## src/xbc_pkg.sv

```systemverilog
`timescale 1ns / 1ps
`default_nettype none

package xbc_pkg;

  // Instruction-length limit and the width of the byte counter.
  localparam int unsigned MaxLength = 16;
  localparam int unsigned PosWidth  = 5;

  localparam logic [7:0] EscapeByte = 8'h0f;

  typedef logic [PosWidth-1:0] pos_t;

  // Bit c of row r: the second byte (r*16 + c) after an escape may run directly.
  localparam logic [15:0] EscapeTable [16] = '{
    16'h034C, 16'h0000, 16'h000F, 16'h0002,
    16'hFFFF, 16'h0000, 16'hCFFF, 16'hC0F0,
    16'h0000, 16'hFFFF, 16'hBB3B, 16'hF8FF,
    16'hFF03, 16'hBB2E, 16'hBB26, 16'h772E
  };

  // Segment, operand-size, lock and rep prefixes.
  function automatic logic is_prefix(input logic [7:0] b);
    logic res;
    res = 1'b0;
    if (b inside {8'h26, 8'h36, 8'h3e, 8'h64, 8'h65, 8'h66, 8'hf0, 8'hf2, 8'hf3}) begin
      res = 1'b1;
    end
    return res;
  endfunction

  // Classification of a first opcode byte by its high nibble.
  function automatic logic classify(input logic [7:0] b);
    logic res;
    res = 1'b0;
    case (b[7:4])
      4'h6: begin
        res = !(b inside {8'h62, 8'h67});
      end
      4'h7: begin
        res = 1'b0;
      end
      4'hc: begin
        res = (b inside {[8'hc2:8'hcb]}) || (b == 8'hcf);
      end
      4'hd: begin
        res = b inside {8'hd4, 8'hd5, 8'hd7};
      end
      4'he: begin
        res = b[2] || (b == 8'hea);
      end
      4'hf: begin
        res = (b == 8'hf5) || (b inside {[8'hf8:8'hfd]});
      end
      default: begin
        res = !(b inside {8'h2e, 8'h9a});
      end
    endcase
    return res;
  endfunction

endpackage

`default_nettype wire

```

## src/xbc_in_if.sv

```systemverilog
`timescale 1ns / 1ps
`default_nettype none

interface xbc_in_if;
  logic       valid;
  logic       ready;
  logic [7:0] insn_byte;
  logic       start_req;

  modport source (output valid, output insn_byte, output start_req, input ready);
  modport sink (input valid, input insn_byte, input start_req, output ready);
endinterface

`default_nettype wire

```

## src/xbc_out_if.sv

```systemverilog
`timescale 1ns / 1ps
`default_nettype none

interface xbc_out_if;
  logic       valid;
  logic       ready;
  logic       boostable;
  logic [4:0] bytes_examined;

  modport source (output valid, output boostable, output bytes_examined, input ready);
  modport sink (input valid, input boostable, input bytes_examined, output ready);
endinterface

`default_nettype wire

```

## src/x86_boostable_opcode_classifier_core.sv

```systemverilog
`timescale 1ns / 1ps
`default_nettype none

// Classifies one x86 instruction, fed one byte per request, as boostable or not.
// A request with start_req set begins a new instruction; prefixes and a 0x0f
// escape produce no result unless the length limit is reached, and the deciding
// byte produces exactly one result with the number of bytes examined. Requests
// after the decision are consumed silently until the next start. The block takes
// one byte every cycle while no held result is stalled by out_o.ready; a deciding
// byte passes through the input register and then the result register. While a
// result is held, the byte in the input register waits, and no further byte is
// taken until the result has been taken.
module x86_boostable_opcode_classifier_core (
  input  wire logic clk_i,
  input  wire logic rst_ni,
  xbc_in_if.sink    in_i,
  xbc_out_if.source out_o
);
  import xbc_pkg::*;

  // Input register.
  logic       in_valid_q;
  logic [7:0] byte_q;
  logic       start_q;

  // Classification state.
  pos_t pos_q, pos_d;
  logic esc_q, esc_d;
  logic done_q, done_d;

  // Result register.
  logic       out_valid_q;
  logic       ok_q;
  pos_t       count_q;

  logic advance;
  logic emit;
  logic ok_d;
  pos_t cur_pos;
  pos_t base_pos;
  logic base_esc;
  logic base_done;
  logic at_limit;

  // The held byte moves on when the result register is free or drains.
  assign advance    = in_valid_q && (!out_valid_q || out_o.ready);
  assign in_i.ready = !in_valid_q || advance;

  // Per-byte classification.
  always_comb begin
    base_pos  = start_q ? '0 : pos_q;
    base_esc  = start_q ? 1'b0 : esc_q;
    base_done = start_q ? 1'b0 : done_q;
    cur_pos   = (base_pos >= pos_t'(MaxLength)) ? pos_t'(MaxLength) : base_pos + pos_t'(1);
    at_limit  = cur_pos >= pos_t'(MaxLength);
    emit      = 1'b0;
    ok_d      = 1'b0;
    pos_d     = base_pos;
    esc_d     = base_esc;
    done_d    = base_done;
    if (!base_done) begin
      pos_d = cur_pos;
      if (base_esc) begin
        emit = 1'b1;
        ok_d = EscapeTable[byte_q[7:4]][byte_q[3:0]];
      end else if (byte_q == EscapeByte) begin
        if (at_limit) begin
          emit = 1'b1;
        end else begin
          esc_d = 1'b1;
        end
      end else if (is_prefix(byte_q)) begin
        emit = at_limit;
      end else begin
        emit = 1'b1;
        ok_d = classify(byte_q);
      end
      if (emit) begin
        done_d = 1'b1;
        esc_d  = 1'b0;
      end
    end
  end

  // Control registers.
  always_ff @(posedge clk_i or negedge rst_ni) begin
    if (!rst_ni) begin
      in_valid_q  <= 1'b0;
      pos_q       <= '0;
      esc_q       <= 1'b0;
      done_q      <= 1'b0;
      out_valid_q <= 1'b0;
    end else begin
      if (in_i.ready) begin
        in_valid_q <= in_i.valid;
      end
      if (advance) begin
        pos_q  <= pos_d;
        esc_q  <= esc_d;
        done_q <= done_d;
      end
      if (advance && emit) begin
        out_valid_q <= 1'b1;
      end else if (out_o.ready) begin
        out_valid_q <= 1'b0;
      end
    end
  end

  // Payload registers.
  always_ff @(posedge clk_i) begin
    if (in_i.ready && in_i.valid) begin
      byte_q  <= in_i.insn_byte;
      start_q <= in_i.start_req;
    end
    if (advance && emit) begin
      ok_q    <= ok_d;
      count_q <= cur_pos;
    end
  end

  assign out_o.valid          = out_valid_q;
  assign out_o.boostable      = ok_q;
  assign out_o.bytes_examined = count_q;

endmodule

`default_nettype wire
```

## src/flat_wrapper.sv

```systemverilog
// flat-port wrapper written by rule: the top's interface ports become plain ports
module x86_boostable_opcode_classifier_core_flat import xbc_pkg::*;
  (clk_i, rst_ni, in_i_valid, in_i_insn_byte, in_i_start_req, in_i_ready, out_o_valid, out_o_boostable, out_o_bytes_examined, out_o_ready);
  xbc_in_if in_i_i ();
  xbc_out_if out_o_i ();
  input  wire logic clk_i;
  input  wire logic rst_ni;
  input wire logic [$bits(in_i_i.valid)-1:0] in_i_valid;
  input wire logic [$bits(in_i_i.insn_byte)-1:0] in_i_insn_byte;
  input wire logic [$bits(in_i_i.start_req)-1:0] in_i_start_req;
  output wire logic [$bits(in_i_i.ready)-1:0] in_i_ready;
  output wire logic [$bits(out_o_i.valid)-1:0] out_o_valid;
  output wire logic [$bits(out_o_i.boostable)-1:0] out_o_boostable;
  output wire logic [$bits(out_o_i.bytes_examined)-1:0] out_o_bytes_examined;
  input wire logic [$bits(out_o_i.ready)-1:0] out_o_ready;
  assign in_i_i.valid = in_i_valid;
  assign in_i_i.insn_byte = in_i_insn_byte;
  assign in_i_i.start_req = in_i_start_req;
  assign in_i_ready = in_i_i.ready;
  assign out_o_valid = out_o_i.valid;
  assign out_o_boostable = out_o_i.boostable;
  assign out_o_bytes_examined = out_o_i.bytes_examined;
  assign out_o_i.ready = out_o_ready;
  x86_boostable_opcode_classifier_core u_core (.clk_i(clk_i), .rst_ni(rst_ni), .in_i(in_i_i), .out_o(out_o_i));
endmodule
```

## config.mk

```make
export PLATFORM = sky130hd
export DESIGN_NAME = x86_boostable_opcode_classifier_core_flat
export DESIGN_NICKNAME = d
export VERILOG_FILES = /design/src/xbc_pkg.sv /design/src/xbc_in_if.sv /design/src/xbc_out_if.sv /design/src/x86_boostable_opcode_classifier_core.sv /design/src/flat_wrapper.sv
export SDC_FILE = /design/constraint.sdc
export NUM_CORES = 1
export LEC_CHECK = 0
export BUFFER_PORTS_ARGS = -buffer_cell sky130_fd_sc_hd__buf_2
export CAP_MARGIN = 10
export CORE_UTILIZATION = 43
export DETAILED_ROUTE_END_ITERATION = 10
export PLACE_DENSITY_LB_ADDON = 0.1
export SLEW_MARGIN = 5
export SYNTH_ARGS = -nofsm -noshare
export SYNTH_HDL_FRONTEND = slang
export SYNTH_SLANG_ARGS = --single-unit
```

## constraint.sdc

```tcl
create_clock -name clk_i -period 3.05 [get_ports clk_i]
set_clock_uncertainty 0.15 [all_clocks]
set_input_delay 0 -clock clk_i [delete_from_list [all_inputs] [get_ports clk_i]]
set_output_delay 0 -clock clk_i [all_outputs]
set_load 0.03 [all_outputs]
```

Word-level counts from Yosys, hierarchy flattened. Memories as Yosys holds them, arrays and structs flattened. Index checks and enable logic that the tools add are counted.

$add $sub $neg: 1. $lt $le $gt $ge: 8. Equal/unequal tests: 26. Multiplexer cells: 32. Bitwise gates (word level): 1. Reductions and logical operators: 19.

Operators with widths (number): 8-bit equality test, second input constant (10); 8-bit by 7-bit equality test with 1-bit output, second input constant (5); 8-bit by 6-bit equality test with 1-bit output, second input constant (4); 16-bit two-way mux (2); 1-bit two-way mux (25); 4-bit equality test, second input constant (4); 8-bit greater-or-equal comparator, second input constant (2); 8-bit <= comparator, second input constant (2); 5-bit greater-or-equal comparator, second input constant (3); 5-bit two-way mux (3); 9-bit nonzero test (1); 4-bit by 3-bit equality test with 1-bit output, second input constant (2); 8-bit by 4-bit equality test with 1-bit output, second input constant (1); 1-bit one-hot mux with 6 select lines (1); 2-bit nonzero test (3); 5-bit by 1-bit adder with 5-bit output, second input constant (1); 1-bit logical AND (5); 1-bit logical OR (5); 4-bit by 5-bit < comparator with 1-bit output, second input constant (1); 4-bit NOT with 5-bit output (1); 1-bit binary-select mux with 4-bit select (1); 1-bit zero test (4); 3-bit nonzero test (1).

Flip-flop bits (word level): 24. Bits in read-only memories: 256. Input bits: 13. Output and inout port bits: 8. Memories: 1.

Memories: (no name shown) (depth 16, width 16, read ports 1, clocked after Yosys merged registers in 0, wr ports 0, line x86_boostable_opcode_classifier_core.sv:65) `ok_d = EscapeTable[byte_q[7:4]][byte_q[3:0]];`.

Depth between registers and ports, before layout.
Word-level depth: 13. Depth in mapped cells: 9. Mapped depth without buffers: 8.

Worst setup path before layout. OpenSTA, ideal clock, no wires.

Kind: flip-flop to flip-flop. Start: register u_core.byte_q[4]. End: register u_core.ok_q (netlist: u_core.out_o.boostable) (data pin). Setup time: 0.259 ns. Arrival: 1.975 ns. Data required time: 2.641 ns. Slack: 0.666 ns. Cell stages (with the launch flop): 10. Clock period less this slack: 2.384 ns. Cell sequence: edfxtp_1 inv_1 ha_1 buf_2 inv_2 a21oi_1 o21ai_1 a2111o_1 and3_1 o31a_1.

Longest elaborated chain between the ends: 9. Elaborated cells between the ends (all ways): 55. Those cells by class: 4 x order compare; 26 x eq/ne; 12 x mux; 1 x bitwise; 11 x reduce/logical; 1 x memory.

RTL lines: from (decl) (line x86_boostable_opcode_classifier_core.sv:23) `logic [7:0] byte_q;`; from (signal assigned) (line x86_boostable_opcode_classifier_core.sv:113) `byte_q <= in_i.insn_byte;`; parallel branches: the longest is 8 deep, another holds memory read 16 x 16 bit; 1-bit two-way mux * (line x86_boostable_opcode_classifier_core.sv:63) `if (base_esc) begin`; to (signal assigned) (line x86_boostable_opcode_classifier_core.sv:117) `ok_q <= ok_d;`; to (decl) (line x86_boostable_opcode_classifier_core.sv:33) `logic ok_q;`.

Mark *: on every way between the ends. The select of a mux whose other input is x is not followed. A chain may end at the register's enable or synchronous reset.

Worst setup path in the final report. Same ends and word-level chain as after synthesis.

==> impl_metrics.env <==
export IMPL_die_area_um2=3982
export IMPL_synth_distinct_cells=48
export IMPL_postPlaceCellArea_um2=1723
export IMPL_maxSlewViolCount=0
export IMPL_max_stage_delay_ns=0.51
export IMPL_grt_pass1_vias=1306
export IMPL_fp_dieH_um=63.10
export IMPL_finalCritPeriodShare_pct=87.02
export IMPL_cap_violations=0
export IMPL_cp_end_kind="flip-flop"
export IMPL_antenna_found_initial=0
export IMPL_met1_usage_pct=25.90
export IMPL_p_leak_nw=0.7727
export IMPL_clk_latency_ns=0.26
export IMPL_synth_nets=190
export IMPL_dp_cells=227
export IMPL_synth_most_common_cell="nand2_1"
export IMPL_core_area_um2=3468
export IMPL_rsz0062_at_grt="no"
export IMPL_synth_top_cell_area_share_pct=28.06
export IMPL_ant_nets=0
export IMPL_synth_flop_cell="edfxtp_1"
export IMPL_fin_crit_ns=2.654
export IMPL_grt_usage_pct=18.24
export IMPL_worstPathArrival_ns=2.64
export IMPL_grt_overflow_total=0
export IMPL_ios=21
export IMPL_post_route_cell_area_um2=1929
export IMPL_critPathBufInv=1
export IMPL_whs_path_depth=2
export IMPL_synth_edf_count=15
export IMPL_power_frac_seq_pct=49.1
export IMPL_vdd_ir_drop_worst_v=0.0003200
export IMPL_met3_usage_pct=2.174
export IMPL_cts_root_buf="clkbuf_8"
export IMPL_startpoint_type="flip-flop"
export IMPL_critPathKind="flip-flop to flip-flop"
export IMPL_crit_required_ns=3.04
export IMPL_finalSetupViolCount=0
export IMPL_internal_power_w=0.0006375
export IMPL_netlist_area_um2=1605
export IMPL_diodes=0
export IMPL_clk_pin_slew_worst_paths_ns=0.08
export IMPL_routed_wl_um=3479
export IMPL_h_tree_depth=1
export IMPL_dp_hpwl_um=2556
export IMPL_stdcell_count=245
export IMPL_synth_area_top_cells="edfxtp_1 28%, dfrtp_1 14%, ha_1 7.0%"
export IMPL_pwr_share_comb_pct=24.4
export IMPL_cp_num_cells=8
export IMPL_finalSetupTns_ns=0
export IMPL_vias=1383
export IMPL_power_net_switching_w=0.0002620
export IMPL_clock_path_buffers=2
export IMPL_ys_async_sr_fraction_pct=37.50
export IMPL_synth_cells=168
export IMPL_max_slew_margin_pct=55.49
export IMPL_netSwitchingFraction_pct=29.13
export IMPL_avgSynthCellArea_um2=9.555
export IMPL_yosys_area_top_type="edfxtp_1"
export IMPL_status="complete, no violations"
export IMPL_p_per_area_nw_per_um2=466.2
export IMPL_p_clk_share_pct=26.6
export IMPL_drt_iter0_drc=134
export IMPL_drive_above_1_share_pct=17.09
export IMPL_cts_made_buffers=3
export IMPL_crit_path_top_delay_cell="edfxtp_1"
export IMPL_vias_per_cell=5.645
export IMPL_ys_top_cells_by_count="17 x nand2_1, 15 x edfxtp_1, 10 x a21oi_1, 10 x o21ai_0"
export IMPL_hold_class="input pin to flip-flop"
export IMPL_hold_viol=0
export IMPL_cts_sinks=24
export IMPL_cts_tree="done"
export IMPL_cp_cell_sequence="inv_1, ha_1, and3_1, a21oi_1, o221ai_2, or3_1, a222oi_1, o31a_1"
export IMPL_routabilityCongestion=0.9002
export IMPL_wl_per_cell_um=14.20
export IMPL_drt_drc_violations_left=0
export IMPL_ys_seq_area_share_pct=42.09
export IMPL_first_pass_iters=5
export IMPL_synth_warning_count=0
export IMPL_dieWidth_um=63.10
export IMPL_rows=21
export IMPL_grt_pass1_wl_um=5789
export IMPL_fmax_ghz=0.3768
export IMPL_grt_busiest_layer="met2"
export IMPL_ys_ff_latch=24
export IMPL_grt_use_met2_pct=28.23
export IMPL_nets=222
export IMPL_worstRegToRegCells=8
export IMPL_critical_path_top_delay_family="compound AO/OA/AOI/OAI gates"
export IMPL_place_port_buffers=20
export IMPL_crit_fanout=11
export IMPL_grt_start_max_net_pins=20
export IMPL_initial_utilization_pct=46.28
export IMPL_syn2layout_area_growth_pct=20.19
export IMPL_worst_pin_slew_ns=0.6633
[worst register-to-register path, cell delays in order, from the launching register on]
cell      delay [ns]
edfxtp_1        0.51
inv_1           0.15
ha_1            0.37
and3_1          0.20
a21oi_1         0.16
o221ai_2        0.12
or3_1           0.37
a222oi_1        0.31
o31a_1          0.20
[registers in the layout, summed over array words and instances, names as in the netlist]
name,count
u_core.esc_q,1
u_core.out_o.valid,1
u_core.pos_q,5
u_core.out_o.boostable,1
u_core.out_o.bytes_examined,5
u_core.done_q,1
u_core.start_q,1
u_core.in_valid_q,1
u_core.byte_q,8
[area by class of cell]
type                       count  area [um^2]
fill                         327         1539
multi-input combinational    126        844.6
sequential                    24        675.6
timing repair buffer          35        247.7
clock buffer                   4        66.31
tap                           46        57.56
inverter                      10        37.54
[timing repair]
item	CTS	global route
gates resized for setup	0	0
endpoints found under the setup margin	0	0
endpoints found under the hold margin	20	0
hold buffers	14	0
setup buffers	0	0
[through the flow]
| stage | utilization (%) | total power [W] | hold WS (ns) | setup WS, ns |
|---|---|---|---|---|
| 2_1_floorplan | - | 0.0005932 | -0.4456 | 0.6657 |
| 3_3_place_gp | 49.68 | 0.0006451 | -0.2941 | 0.4928 |
| 3_5_place_dp | 49.68 | 0.0006510 | -0.2880 | 0.4300 |
| 4_1_cts | 55.63 | 0.0009056 | 0.2864 | 0.4296 |
| 5_1_grt | 55.63 | 0.0009443 | 0.2973 | 0.1888 |
| 6_report | 55.63 | 0.0008995 | 0.2893 | 0.3960 |
[worst paths after layout]
path / slack [ns] / to / from
max: 0.40 / u_core.out_o.boostable / u_core.byte_q[4]
min: 0.29 / u_core.start_q / in_i_start_req
max reg2reg: 0.40 / u_core.out_o.boostable / u_core.byte_q[4]
min reg2reg: 0.40 / u_core.esc_q / u_core.esc_q
max in group asynchronous: 1.88 / u_core.done_q / rst_ni
min in group asynchronous: 0.57 / u_core.pos_q[2] / rst_ni
[routing by layer]
metal | share of wire [%] | up-vias
met5 | 0 | -
met3 | 4.7 | 8
met1 | 48 | 646
met4 | 1.9 | 0
met2 | 45 | 48
li1 | - | 681
[cell families after synthesis]
group	synth area share, %
adder cells (fa/ha/maj)	7.015
multiplexers	2.806
XOR/XNOR	1.637
AO/OA/AOI/OAI	19.72
flip-flops	42.09
AND/OR/NAND/NOR	21.43
buffers and inverters	5.300
[power groups by stage]
stage	sequential (W)	combinational (W)	clock (W)
finish	0.000441	0.000219	0.000239
global route	0.000448	0.000242	0.000254
CTS	0.000440	0.000219	0.000246
detailed placement	0.000448	0.000203	0
global placement	0.000444	0.000201	0
floorplan	0.000449	0.000144	0
[cell usage in the layout, fill, tap and decap left out, types with 4 or more instances in the layout]
master | netlist | routed
a211oi_1 | 4 | 4
nor2_1 | 7 | 7
nand2b_1 | 6 | 6
dfrtp_1 | 9 | 9
a21oi_1 | 10 | 10
ha_1 | 9 | 9
inv_1 | 8 | 8
buf_2 | 5 | 20
nand2_1 | 17 | 17
o21ai_0 | 10 | 10
mux2_2 | 4 | 4
nand3_1 | 7 | 7
nor2b_1 | 8 | 8
dlygate4sd3_1 | 0 | 14
nand4_1 | 4 | 4
edfxtp_1 | 15 | 15
Power figures use the tool's default switching activity.
